File: config.mk
export PLATFORM = sky130hd
export DESIGN_NAME = bmos_cell
export DESIGN_NICKNAME = d
export VERILOG_FILES = /design/src/design/bmos_pkg.sv /design/src/design/bmos_cell.sv
export SDC_FILE = /design/constraint.sdc
export NUM_CORES = 1
export LEC_CHECK = 0
export BUFFER_PORTS_ARGS = -buffer_cell sky130_fd_sc_hd__buf_2
export CORE_MARGIN = 2
export CORE_UTILIZATION = 35
export DETAILED_ROUTE_END_ITERATION = 12
export GPL_ROUTABILITY_DRIVEN = 0
export PLACE_DENSITY = 0.73
export SYNTH_ARGS = -nofsm -noshare
export SYNTH_HDL_FRONTEND = slang
export SYNTH_SLANG_ARGS = --single-unit
File: constraint.sdc
create_clock -name i_clk -period 1 [get_ports i_clk]
set_input_delay 0.1 -clock i_clk [delete_from_list [all_inputs] [get_ports i_clk]]
set_output_delay 0.1 -clock i_clk [all_outputs]
set_load 0.005 [all_outputs]
File: src/design/bmos_pkg.sv
// ----------------------------------------------------------------------------
// bmos_pkg
// Shared types, codes and the command decoder for the bracket matching
// opcode stream.
// ----------------------------------------------------------------------------
package bmos_pkg;

    localparam int MAX_PROGRAM_DEF = 65536;
    localparam int MAX_NESTING_DEF = 256;

    // source characters of the eight commands
    localparam logic [7:0] CH_PLUS  = 8'h2B;
    localparam logic [7:0] CH_MINUS = 8'h2D;
    localparam logic [7:0] CH_RIGHT = 8'h3E;
    localparam logic [7:0] CH_LEFT  = 8'h3C;
    localparam logic [7:0] CH_OPEN  = 8'h5B;
    localparam logic [7:0] CH_CLOSE = 8'h5D;
    localparam logic [7:0] CH_OUT   = 8'h2E;
    localparam logic [7:0] CH_IN    = 8'h2C;

    localparam logic [2:0] OP_PLUS  = 3'd0;
    localparam logic [2:0] OP_MINUS = 3'd1;
    localparam logic [2:0] OP_RIGHT = 3'd2;
    localparam logic [2:0] OP_LEFT  = 3'd3;
    localparam logic [2:0] OP_OPEN  = 3'd4;
    localparam logic [2:0] OP_CLOSE = 3'd5;
    localparam logic [2:0] OP_OUT   = 3'd6;
    localparam logic [2:0] OP_IN    = 3'd7;

    localparam logic [1:0] ERR_NONE      = 2'd0;
    localparam logic [1:0] ERR_UNMATCHED = 2'd1;
    localparam logic [1:0] ERR_DEEP      = 2'd2;
    localparam logic [1:0] ERR_LONG      = 2'd3;

    typedef struct packed {
        logic       is_cmd;
        logic [2:0] op;
    } t_decode;

    // stack shift controls, same for every cell
    typedef struct packed {
        logic push;
        logic pop;
    } t_stk_ctl;

    typedef struct packed {
        logic [2:0]  opcode;
        logic [15:0] position;
        logic [15:0] partner;
        logic [1:0]  error_code;
    } t_out_item;

    function automatic t_decode decode_char(input logic [7:0] ch);
        t_decode d;
        d.is_cmd = 1'b1;
        d.op     = OP_PLUS;
        unique case (ch)
            CH_PLUS:  d.op = OP_PLUS;
            CH_MINUS: d.op = OP_MINUS;
            CH_RIGHT: d.op = OP_RIGHT;
            CH_LEFT:  d.op = OP_LEFT;
            CH_OPEN:  d.op = OP_OPEN;
            CH_CLOSE: d.op = OP_CLOSE;
            CH_OUT:   d.op = OP_OUT;
            CH_IN:    d.op = OP_IN;
            default:  d.is_cmd = 1'b0;
        endcase
        return d;
    endfunction

endpackage

File: src/design/bmos_cell.sv
// ----------------------------------------------------------------------------
// bmos_cell
// One entry of the shifting open-bracket stack. Push takes the entry from the
// neighbor nearer the top, pop takes the one from the neighbor below.
// ----------------------------------------------------------------------------
module bmos_cell #(
    parameter int W = 16
) (
    input  logic                  i_clk,
    input  bmos_pkg::t_stk_ctl    i_ctl,
    input  logic [W-1:0]          i_from_prev,
    input  logic [W-1:0]          i_from_next,
    output logic [W-1:0]          o_data
);
    import bmos_pkg::*;

    logic [W-1:0] r_data;
    logic [W-1:0] n_data;

    always_comb begin
        priority if (i_ctl.push) begin
            n_data = i_from_prev;
        end else if (i_ctl.pop) begin
            n_data = i_from_next;
        end else begin
            n_data = r_data;
        end
    end

    always_ff @(posedge i_clk) begin
        r_data <= n_data;
    end

    assign o_data = r_data;

endmodule

Word-level counts from Yosys, hierarchy flattened
Cells that the tools add are included.

Mux-type cells: 2. Reduce and logical (&&, ||, !) cells: 1.

Operators with widths (number): 2-to-1 mux 16 bit (2); nonzero test 2 bit (1).

Flip-flop bits (word level): 16. Output and inout port bits: 16. Word-level logic and storage cells: 4.

Longest topological paths before layout
Depth in word-level cells: 2. Mapped depth: 3.

Worst setup path after synthesis
No wires, ideal clock.

Path type: in2reg. Start: input port i_ctl[1] in the netlist's numbering. End: register r_data[0] (netlist: o_data[0]) (enable). Arrival: 0.768 ns. Required time: 0.627 ns. Setup slack: -0.141 ns. Stages: 3. Cell sequence: buf_6 > buf_12 > or2_1.

Longest elaborated chain between the ends: 1.

RTL lines: start, declared (RTL line bmos_cell.sv:10) `input bmos_pkg::t_stk_ctl i_ctl,`; nonzero test 2 bit (no source line); end signal, assigned (RTL line bmos_cell.sv:31) `r_data <= n_data;`; end, declared (RTL line bmos_cell.sv:17) `logic [W-1:0] r_data;`.

Every way passes these cells. A chain may end at the register's enable or synchronous reset.

Worst setup path after layout
Start: register r_data[0] (netlist: o_data[0]). End: output port o_data[0].

RTL lines: end, declared (RTL line bmos_cell.sv:13) `output logic [W-1:0] o_data`.

No word-level cell between the ends.

==> results by group <==
Global route
  – Leftover overflow at the end of global routing: 0
  – Aggregate global-route resource usage: a little over a tenth
  – Pin count of the biggest net entering global routing: 17
  – Number of global-route vias before repair: 500
  – Antenna violations before repair: 0
  – Wire length of the first global-routing pass: between 1.5 and 2 mm

Floorplanning
  – Floorplan die area: around 2500 µm²
  – Effective utilization at floorplan: a little under two fifths
  – Die outline width: between 40 and 50 µm
  – Core ar.: 1960 µm²
  – # IOs: between 50 and 60
  – Number of placement rows: 16
  – Die Y: 49.7 µm

Setup path
  – Worst Path Max Fanout: 1
  – Buffering stage count on the worst path with inverters included: 1
  – Cell-by-cell listing of the critical path: buf_2
  – Critical path's slowest cell: edfxtp_1
  – Count of cell instances traversed by the critical path: 1
  – Arrival time worst endpoint: around 0.8 ns
  – Critical Path Source Type: register
  – Kind of end point of the critical path: output pin
  – Crit Path Class: register to output pin
  – Worst path max stage delay: between 0.3 and 0.4 ns
  – Crit path max-delay family: flip-flops
  – Required time worst endpoint: roughly 0.90 ns
  – Capturing instance or port of the critical path: o_data[0]
  – Setup crit start: o_data[0]$_DFFE_PP_

STA
  – Final-layout setup total negative slack: 0 ns
  – Number of max-slew violations in the final report: 0
  – Crit path setup slack, layout: just over 0.1 ns
  – Remaining max-slew budget at the tightest pin: 85.7%
  – Endpoints failing setup: 0
  – Timing-limited maximum frequency: around 1100 MHz
  – Setup repair after global routing missed its margin: no
  – Number of hold-slack violations in the final timing report: 0
  – Post-layout minimum cycle time: approximately 0.9 ns
  – Period utilisation layout: roughly nine tenths
  – Worst Max-Slew Pin Slew: 0.214 ns

Synthesis
  – Synth Area in Simple Gates: less than 1%
  – Yosys synthesis warning count: 0
  – Gate count after technology mapping: 35
  – Sequential fraction of the synthesis area: approximately 66%
  – Compound-Gate Fraction of Synth Area: 0%
  – Syn avg cell area: roughly 21 µm²
  – Post-synthesis xor/xnor area fraction: 0%
  – Largest family of logic cells by synthesized area: multiplexers
  – Post-Syn Nets: 70
  – Post-synth cell types: 6
  – Post-synthesis share of cell area spent on full adders, half adders and majority gates: 0%
  – Multiplexer share of the synthesized area: approximately 29%
  – Synthesized cell area: 732 µm²
  – Number of synthesized register bits: 16

Cells and area
  – Layout net count: ~130
  – Max reg flops: 16
  – Utilization after layout: 53.1%
  – Ant diodes: 0
  – Synthesis-to-finish area growth: 42.2%
  – Layout cells sized above 1: between 80% and 90%

Clock tree
  – H-tree levels: 1
  – Hold bufs inserted after CTS: 0
  – Number of CTS-inserted buffers: 3
  – Buffer count from post-CTS setup fixing: 0
  – CTS Buffer Depth: 2
  – Clock Tree Root: clkbuf_4
  – CTS tree: yes
  – Total number of clock tree sinks: 16
  – Clock-pin slew of the registers on the worst-case setup and hold paths: approximately 0.09 ns
  – Count of instances resized after the clock tree is built: 0

Placement
  – PortBufs: 50
  – DP Worst Slack: between 0.015 and 0.02 ns

Routing
  – Wire length per cell after detailed routing: around 11 µm
  – Violation count after the first detailed-routing iteration: 0
  – Routed length on met2: between 700 and 800 µm
  – Uppermost layer routed: met4
  – Detailed-routed wire length on met3: about 67 µm
  – Total vias in the final route: just under 500
  – Pre-Repair DR Iteration Count: 1
  – Number of nets still failing antenna checks after routing: 0
  – DRC viols: 0
  – Drt via density: 4.19
  – Sum of routed wire length over all layers: approximately 1.3 mm
  – Met1 wire length: 501 µm

Worst hold path
  – Hold path startpoint: i_from_prev[5]
  – Classification of the worst-slack hold path: primary input to register

Power and ir drop
  – Power Density: 1370 nW/µm²
  – P_leak: about 0.49 nW
  – Maximum ir drop on the vdd rail: slightly below 0.5 mV
  – Total power: between 1 and 1.5 mW

Flow run
  – Number of max-cap violations: 0

Status
  – Status: completed
cell type report:
type	instances	area [µm²]
Fill cell	182	921
Clock inverter	1	3.75
Sequential cell	16	480
Tap cell	27	33.8
Clock buffer	3	22.5
Timing Repair Buffer	52	278
Multi-Input combinational cell	17	223
placed cells by master, fill, tap and decap left out:
| master | count |
|---|---|
| buf_12 | 1 |
| buf_2 | 50 |
| buf_4 | 1 |
| clkbuf_4 | 3 |
| clkinv_1 | 1 |
| edfxtp_1 | 16 |
| mux2_2 | 7 |
| mux2_4 | 9 |
| or2_4 | 1 |
cells by family after synthesis:
group / Yosys count
buf+inv: 2
flops: 16
mux: 16
simple gates: 1
stage by stage:
stage,instances,hold WS [ns],cell area [µm²]
final,116,0.111,1040
after floorplan,35,0.317,734
after detailed placement,112,0.403,1010
after global routing,116,0.103,1040
after global placement,112,0.406,1010
after CTS,116,0.100,1040
per-layer routing:
metal | global-route usage, % | vias up
met4 | 9.72 | 0
met5 | 0 | -
met1 | 11.7 | 218
met3 | 1.21 | 3
li1 | - | 243
met2 | 18.7 | 22
Yosys cell counts:
library cell / number / area, µm²
buf_6: 1 / 11.3
or2_1: 1 / 6.26
mux2_2: 7 / 78.8
buf_12: 1 / 20.0
mux2_4: 9 / 135
edfxtp_1: 16 / 480
worst min path at each step:
stage | cells past startpoint | slack [ns] | end
5_1_grt | 2 | 0.10 | o_data[6]$_DFFE_PP_
3_3_place_gp | 2 | 0.41 | o_data[5]$_DFFE_PP_
3_5_place_dp | 2 | 0.40 | o_data[10]$_DFFE_PP_
4_1_cts | 2 | 0.1 | o_data[5]$_DFFE_PP_
6_report | 2 | 0.11 | o_data[5]$_DFFE_PP_
2_1_floorplan | 1 | 0.32 | o_data[10]$_DFFE_PP_
report_power, final:
part	internal (mW)	total (mW)	leakage, nW	switching (mW)
Clock	0.145	0.334	0.0154	0.189
Sequential	0.822	0.839	0.163	0.0173
Combinational	0.166	0.257	0.316	0.0912
No activity file was read; power rests on OpenSTA's default activity.
