==> config.mk <==
export PLATFORM = sky130hd
export DESIGN_NAME = bmos_skid_flat
export DESIGN_NICKNAME = d
export VERILOG_FILES = /design/src/design/bmos_pkg.sv /design/src/design/bmos_if.sv /design/src/design/bmos_skid.sv /design/src/flat_wrapper.sv
export SDC_FILE = /design/constraint.sdc
export NUM_CORES = 1
export LEC_CHECK = 0
export BUFFER_PORTS_ARGS = -buffer_cell sky130_fd_sc_hd__buf_2
export CAP_MARGIN = 20
export CORE_MARGIN = 4
export CORE_UTILIZATION = 30
export DETAILED_ROUTE_END_ITERATION = 16
export PLACE_DENSITY_LB_ADDON = 0.3
export SLEW_MARGIN = 20
export SYNTH_ARGS = -nofsm -noshare
export SYNTH_HDL_FRONTEND = slang
export SYNTH_SLANG_ARGS = --single-unit
==> constraint.sdc <==
create_clock -name i_clk -period 4.2 [get_ports i_clk]
set_input_delay 0.84 -clock i_clk [delete_from_list [all_inputs] [get_ports i_clk]]
set_output_delay 0.84 -clock i_clk [all_outputs]
set_load 0.005 [all_outputs]
==> src/design/bmos_pkg.sv <==
// ----------------------------------------------------------------------------
// bmos_pkg
// Shared types, codes and the command decoder for the bracket matching
// opcode stream.
// ----------------------------------------------------------------------------
package bmos_pkg;

    localparam int MAX_PROGRAM_DEF = 65536;
    localparam int MAX_NESTING_DEF = 256;

    // source characters of the eight commands
    localparam logic [7:0] CH_PLUS  = 8'h2B;
    localparam logic [7:0] CH_MINUS = 8'h2D;
    localparam logic [7:0] CH_RIGHT = 8'h3E;
    localparam logic [7:0] CH_LEFT  = 8'h3C;
    localparam logic [7:0] CH_OPEN  = 8'h5B;
    localparam logic [7:0] CH_CLOSE = 8'h5D;
    localparam logic [7:0] CH_OUT   = 8'h2E;
    localparam logic [7:0] CH_IN    = 8'h2C;

    localparam logic [2:0] OP_PLUS  = 3'd0;
    localparam logic [2:0] OP_MINUS = 3'd1;
    localparam logic [2:0] OP_RIGHT = 3'd2;
    localparam logic [2:0] OP_LEFT  = 3'd3;
    localparam logic [2:0] OP_OPEN  = 3'd4;
    localparam logic [2:0] OP_CLOSE = 3'd5;
    localparam logic [2:0] OP_OUT   = 3'd6;
    localparam logic [2:0] OP_IN    = 3'd7;

    localparam logic [1:0] ERR_NONE      = 2'd0;
    localparam logic [1:0] ERR_UNMATCHED = 2'd1;
    localparam logic [1:0] ERR_DEEP      = 2'd2;
    localparam logic [1:0] ERR_LONG      = 2'd3;

    typedef struct packed {
        logic       is_cmd;
        logic [2:0] op;
    } t_decode;

    // stack shift controls, same for every cell
    typedef struct packed {
        logic push;
        logic pop;
    } t_stk_ctl;

    typedef struct packed {
        logic [2:0]  opcode;
        logic [15:0] position;
        logic [15:0] partner;
        logic [1:0]  error_code;
    } t_out_item;

    function automatic t_decode decode_char(input logic [7:0] ch);
        t_decode d;
        d.is_cmd = 1'b1;
        d.op     = OP_PLUS;
        unique case (ch)
            CH_PLUS:  d.op = OP_PLUS;
            CH_MINUS: d.op = OP_MINUS;
            CH_RIGHT: d.op = OP_RIGHT;
            CH_LEFT:  d.op = OP_LEFT;
            CH_OPEN:  d.op = OP_OPEN;
            CH_CLOSE: d.op = OP_CLOSE;
            CH_OUT:   d.op = OP_OUT;
            CH_IN:    d.op = OP_IN;
            default:  d.is_cmd = 1'b0;
        endcase
        return d;
    endfunction

endpackage

==> src/design/bmos_if.sv <==


interface bmos_out_if;
    logic        valid;
    logic        ready;
    logic [2:0]  opcode;
    logic [15:0] position;
    logic [15:0] partner;
    logic [1:0]  error_code;

    modport source (output valid, output opcode, output position, output partner,
                    output error_code, input ready);
    modport sink   (input valid, input opcode, input position, input partner,
                    input error_code, output ready);
endinterface

==> src/design/bmos_skid.sv <==
// ----------------------------------------------------------------------------
// bmos_skid
// Output register with a skid slot, so the input side can deliver one more
// result while a result waits on the consumer.
// ----------------------------------------------------------------------------
module bmos_skid (
    input  logic                 i_clk,
    input  logic                 i_rst_n,
    input  logic                 i_valid,
    input  bmos_pkg::t_out_item  i_item,
    output logic                 o_ready,
    bmos_out_if.source           o_out_ch
);
    import bmos_pkg::*;

    logic      r_main_v;
    logic      r_skid_v;
    t_out_item r_main;
    t_out_item r_skid;
    logic      w_take;

    assign w_take  = r_main_v & o_out_ch.ready;
    assign o_ready = ~r_skid_v;

    always_ff @(posedge i_clk) begin
        if (!i_rst_n) begin
            r_main_v <= 1'b0;
            r_skid_v <= 1'b0;
        end else if (r_skid_v) begin
            // no new transfer can arrive while the skid slot is full
            if (w_take) begin
                r_main_v <= 1'b1;
                r_skid_v <= 1'b0;
            end
        end else if (!r_main_v || w_take) begin
            r_main_v <= i_valid;
        end else if (i_valid) begin
            r_skid_v <= 1'b1;
        end
    end

    always_ff @(posedge i_clk) begin
        if (r_skid_v) begin
            if (w_take) begin
                r_main <= r_skid;
            end
        end else if (!r_main_v || w_take) begin
            r_main <= i_item;
        end else if (i_valid) begin
            r_skid <= i_item;
        end
    end

    assign o_out_ch.valid      = r_main_v;
    assign o_out_ch.opcode     = r_main.opcode;
    assign o_out_ch.position   = r_main.position;
    assign o_out_ch.partner    = r_main.partner;
    assign o_out_ch.error_code = r_main.error_code;

endmodule

==> src/flat_wrapper.sv <==
// flat-port wrapper written by rule: the top's interface ports become plain ports
module bmos_skid_flat import bmos_pkg::*;
  (i_clk, i_rst_n, i_valid, i_item, o_ready, o_out_ch_valid, o_out_ch_opcode, o_out_ch_position, o_out_ch_partner, o_out_ch_error_code, o_out_ch_ready);
  bmos_out_if o_out_ch_i ();
  input  logic i_clk;
  input  logic i_rst_n;
  input  logic i_valid;
  input  bmos_pkg::t_out_item i_item;
  output logic o_ready;
  output wire logic [$bits(o_out_ch_i.valid)-1:0] o_out_ch_valid;
  output wire logic [$bits(o_out_ch_i.opcode)-1:0] o_out_ch_opcode;
  output wire logic [$bits(o_out_ch_i.position)-1:0] o_out_ch_position;
  output wire logic [$bits(o_out_ch_i.partner)-1:0] o_out_ch_partner;
  output wire logic [$bits(o_out_ch_i.error_code)-1:0] o_out_ch_error_code;
  input wire logic [$bits(o_out_ch_i.ready)-1:0] o_out_ch_ready;
  assign o_out_ch_valid = o_out_ch_i.valid;
  assign o_out_ch_opcode = o_out_ch_i.opcode;
  assign o_out_ch_position = o_out_ch_i.position;
  assign o_out_ch_partner = o_out_ch_i.partner;
  assign o_out_ch_error_code = o_out_ch_i.error_code;
  assign o_out_ch_i.ready = o_out_ch_ready;
  bmos_skid u_core (.i_clk(i_clk), .i_rst_n(i_rst_n), .i_valid(i_valid), .i_item(i_item), .o_ready(o_ready), .o_out_ch(o_out_ch_i));
endmodule
Word level (Yosys, flattened, before mapping) --
Index checks and enable logic that the tools add are counted.
Word-level totals: bits in registers 76, logic and storage cells 29
Operators by class: equality and inequality tests 1, mux-type cells 10, bitwise operators 3, reduce and logical (&&, ||, !) cells 5
Operator list (count):
- two-way mux 37 bit | 3
- two-way mux 1 bit | 7
- AND reduction 3 bit | 1
- != test 2 bit, second input constant | 1
- NOT 1 bit | 2
- AND reduction 2 bit | 1
- nonzero test 2 bit | 1
- bitwise AND 1 bit | 1
- zero test 1 bit | 1
- logical OR 1 bit | 1

Depth between registers and ports, before layout --
depth after elaboration 4, gate-level depth with buffers 4

Worst setup path after synthesis --
Ideal clock, no wire load.
path kind register to register, start point reg u_core.r_skid_v, end point reg u_core.r_main, in the netlist u_core.o_out_ch.error_code[0] (enable), library setup time 483 ps, arrival 3209 ps, required time 3717 ps, setup slack 508 ps, stages on the path, launching flop included 4, cells stage by stage dfxtp_1 buf_6 buf_6 o21ai_0
Between the ends: word-level cells in the longest chain between the ends 2
Ends and longest elaborated chain:
- from (decl) | line bmos_skid.sv:17 | logic r_skid_v;
- from (signal assigned) | line bmos_skid.sv:28 | r_skid_v <= 1'b0;
- from (signal assigned) | line bmos_skid.sv:33 | r_skid_v <= 1'b0;
- from (signal assigned) | line bmos_skid.sv:38 | r_skid_v <= 1'b1;
- != test 2 bit (no source line) / nonzero test 2 bit (equally long branches)
- AND reduction 2 bit (no source line) *
- to (signal assigned) | line bmos_skid.sv:45 | r_main <= r_skid;
- to (signal assigned) | line bmos_skid.sv:48 | r_main <= i_item;
- to (decl) | line bmos_skid.sv:18 | t_out_item r_main;
Every way passes the cells marked *; elsewhere a longest branch is shown, timed or not. A chain may end at the register's enable or synchronous reset.

Worst setup path in the final report --
start point reg u_core.r_skid_v, end point out o_ready
Between the ends: word-level cells in the longest chain between the ends 1
Ends and longest elaborated chain:
- NOT 1 bit (no source line)
- to (decl) | line flat_wrapper.sv:9 | output logic o_ready;
No other way between the ends.

==> reports/metrics.cfg <==
[timing]
relSlewSlack_pct = 32.4
rsz0062_at_grt = false
fin_crit_sh_pct = 48.9
fin_crit_ns = 2.05
tns_ns = 0
setup-violations-final = 0
tightest_slew_ns = 1.01
hold_ws_ns = 0.551
fmax_mhz = 487
hold_viol_final = 0
report.final.slew_viol_count = 0
finClkSkew_ns = 0.00895

[drt]
wl_per_cell_um = 14.5
dr.first_iter.drc_count = 49
ant_nets = 0
via_per_inst = 4.05
drtPass1Iterations = 4
num_vias = 1414
drc = 0
drt-total-wl_um = 5080

[global_routing]
globalRouteOverflowTotal = 0
gr-usage-met2_pct = 14.7
met1_usage_pct = 10.5
grt_usage_pct = 8.90
antenna_found_initial = 0
grt_pass1_vias = 1405
met3_usage_pct = 3.12
grt.busiest_layer = met2
grt_max_degree = 38
grt_pass1_wl_um = 7620

[synthesis]
syn_nets = 169
yosysUniqueCellTypes = 15
seq_area_frac_synth_pct = 76.5
synthTopCellsByArea = edfxtp_1 (75%), mux2_4 (18%), buf_12 (2.0%)
synth_flop_cell = edfxtp_1
synth.avg_cell_area_um2 = 23.1
synth-seq-cells = 76
synthArstFlopShare_pct = 0
netlist_top_cells_count = edfxtp_1 (74), mux2_4 (36), buf_12 (3)
synth_edf_count = 74
yosysWarnings = 0
synthesis.area_um2 = 2960
synth_top_area_share_pct = 75.1
yosysMostFrequentCell = edfxtp_1
synth_area_leader_cell = edfxtp_1
syn_inst = 128

[clocking]
postCtsSetupRepairBufs = 0
postCtsResizedCells = 0
cts_root_buffer = clkbuf_8
cts_buffers = 9
cts.htree.levels = 3
clock_sink_count = 76
cts_tree = yes
clkLatencyLatePin_ns = 0.33
max-clock-path-buffers = 2
clk_pin_slew_ns = 0.08
hold_buffers = 0

[worst_setup_path]
start_kind = flop
end_kind = output port
critical_path_arrival_ns = 1.21
cp.required_ns = 3.36
path_class = flop to output port
crit_fanout = 18

[die]
die_x_um = 107
start_util_pct = 31.4
dieArea_um2 = 11500
coreArea_um2 = 9420
rows = 35
die_h_um = 107
ioPinCount = 80

[min_path]
min_path_type = flop to flop

[placement]
port_buffers = 79
dpl.hpwl_um = 3480
place.gp.congestion = 0.690

[pwr]
total_power_mw = 1.76
p_leak_nw = 1.45
peakVddDrop_mv = 0.153
powerDensity_nw_per_um2 = 475

[outcome]
status = completed

[cells_and_area]
diodes = 0
drive_gt1_share_pct = 62.3
syn2layout_area_growth_pct = 25.4
nets = 256

[job]
maxCapViolCount = 0

## path summary, 6_finish.rpt
check	depth (start not counted)	endpoint	slack [ns]	startpoint
worst min-delay path	1	u_core.o_out_ch.opcode[0]	0.55	u_core.r_skid[34]
worst max-delay path	2	o_ready	2.15	u_core.r_skid_v
worst min register to register	1	u_core.o_out_ch.opcode[0]	0.55	u_core.r_skid[34]
worst max register to register	1	u_core.r_skid[36]	2.26	u_core.r_skid_v
## report_power, final
group | internal (mW) | total, mW | switching [mW] | leakage, nW
combinational | 0.0908 | 0.163 | 0.0723 | 0.603
sequential | 0.902 | 0.923 | 0.0208 | 0.727
clock | 0.411 | 0.675 | 0.264 | 0.122
## cells by family after synthesis
kind of cell / share of synthesized area (%)
AO/OA/AOI/OAI: 0.507
buffers and inverters: 2.92
AND/OR/NAND/NOR: 1.44
multiplexers: 18.7
flip-flops: 76.5
## layout by cell type, fill, tap and decap left out
| cell | Yosys | layout |
|---|---|---|
| a21oi_1 | 1 | 1 |
| and3b_1 | 1 | 1 |
| and4bb_2 | 1 | 1 |
| buf_2 | 0 | 79 |
| buf_4 | 0 | 2 |
| bufinv_16 | 0 | 3 |
| clkbuf_8 | 0 | 10 |
| clkinv_2 | 0 | 1 |
| clkinv_4 | 0 | 1 |
| clkinvlp_4 | 0 | 1 |
| dfxtp_1 | 2 | 1 |
| dfxtp_2 | 0 | 1 |
| edfxtp_1 | 74 | 74 |
| inv_1 | 1 | 1 |
| mux2_2 | 1 | 1 |
| mux2_4 | 36 | 36 |
| nand2_1 | 2 | 2 |
| nand3b_1 | 1 | 1 |
| nor2b_1 | 1 | 1 |
| o21ai_1 | 1 | 1 |
| o21ai_4 | 0 | 1 |
## critical path, stage by stage (launching register included)
cell and delay [ns]:
dfxtp_2 0.67, inv_1 0.07, buf_2 0.14
## flip-flops by register name, summed over array words and instances (netlist names)
name / count
u_core.r_skid: 37
u_core.o_out_ch.partner: 16
u_core.o_out_ch.position: 16
u_core.o_out_ch.opcode: 3
u_core.o_out_ch.error_code: 2
u_core.o_out_ch.valid: 1
u_core.r_skid_v: 1
## cell type report
type | count | area (um2)
Fill cell | 866 | 5710
Sequential cell | 76 | 2260
Multi-Input combinational cell | 46 | 621
Timing Repair Buffer | 81 | 410
Tap cell | 129 | 161
Clock buffer | 10 | 138
Clock inverter | 6 | 111
Inverter | 1 | 3.75
## metrics by stage
| step | area, um2 | instances | utilization, % | worst slack, ns |
|---|---|---|---|---|
| finish | 3710 | 349 | 39.4 | 2.15 |
| global route | 3710 | 349 | 39.4 | 2.01 |
| CTS | 3710 | 349 | 39.4 | 2.10 |
| detailed placement | 3460 | 333 | 36.7 | 1.83 |
| global placement | 3460 | 333 | 36.7 | 1.85 |
| floorplan | 2960 | 128 | - | 0.508 |
## per-layer routing
metal	share of wire, %	up-vias	wire, um
li1	-	674	-
met1	41	691	2090
met2	51	47	2610
met3	7.1	2	362
met4	0.28	0	14
met5	0	-	0
No activity file was read; power rests on OpenSTA's default activity.
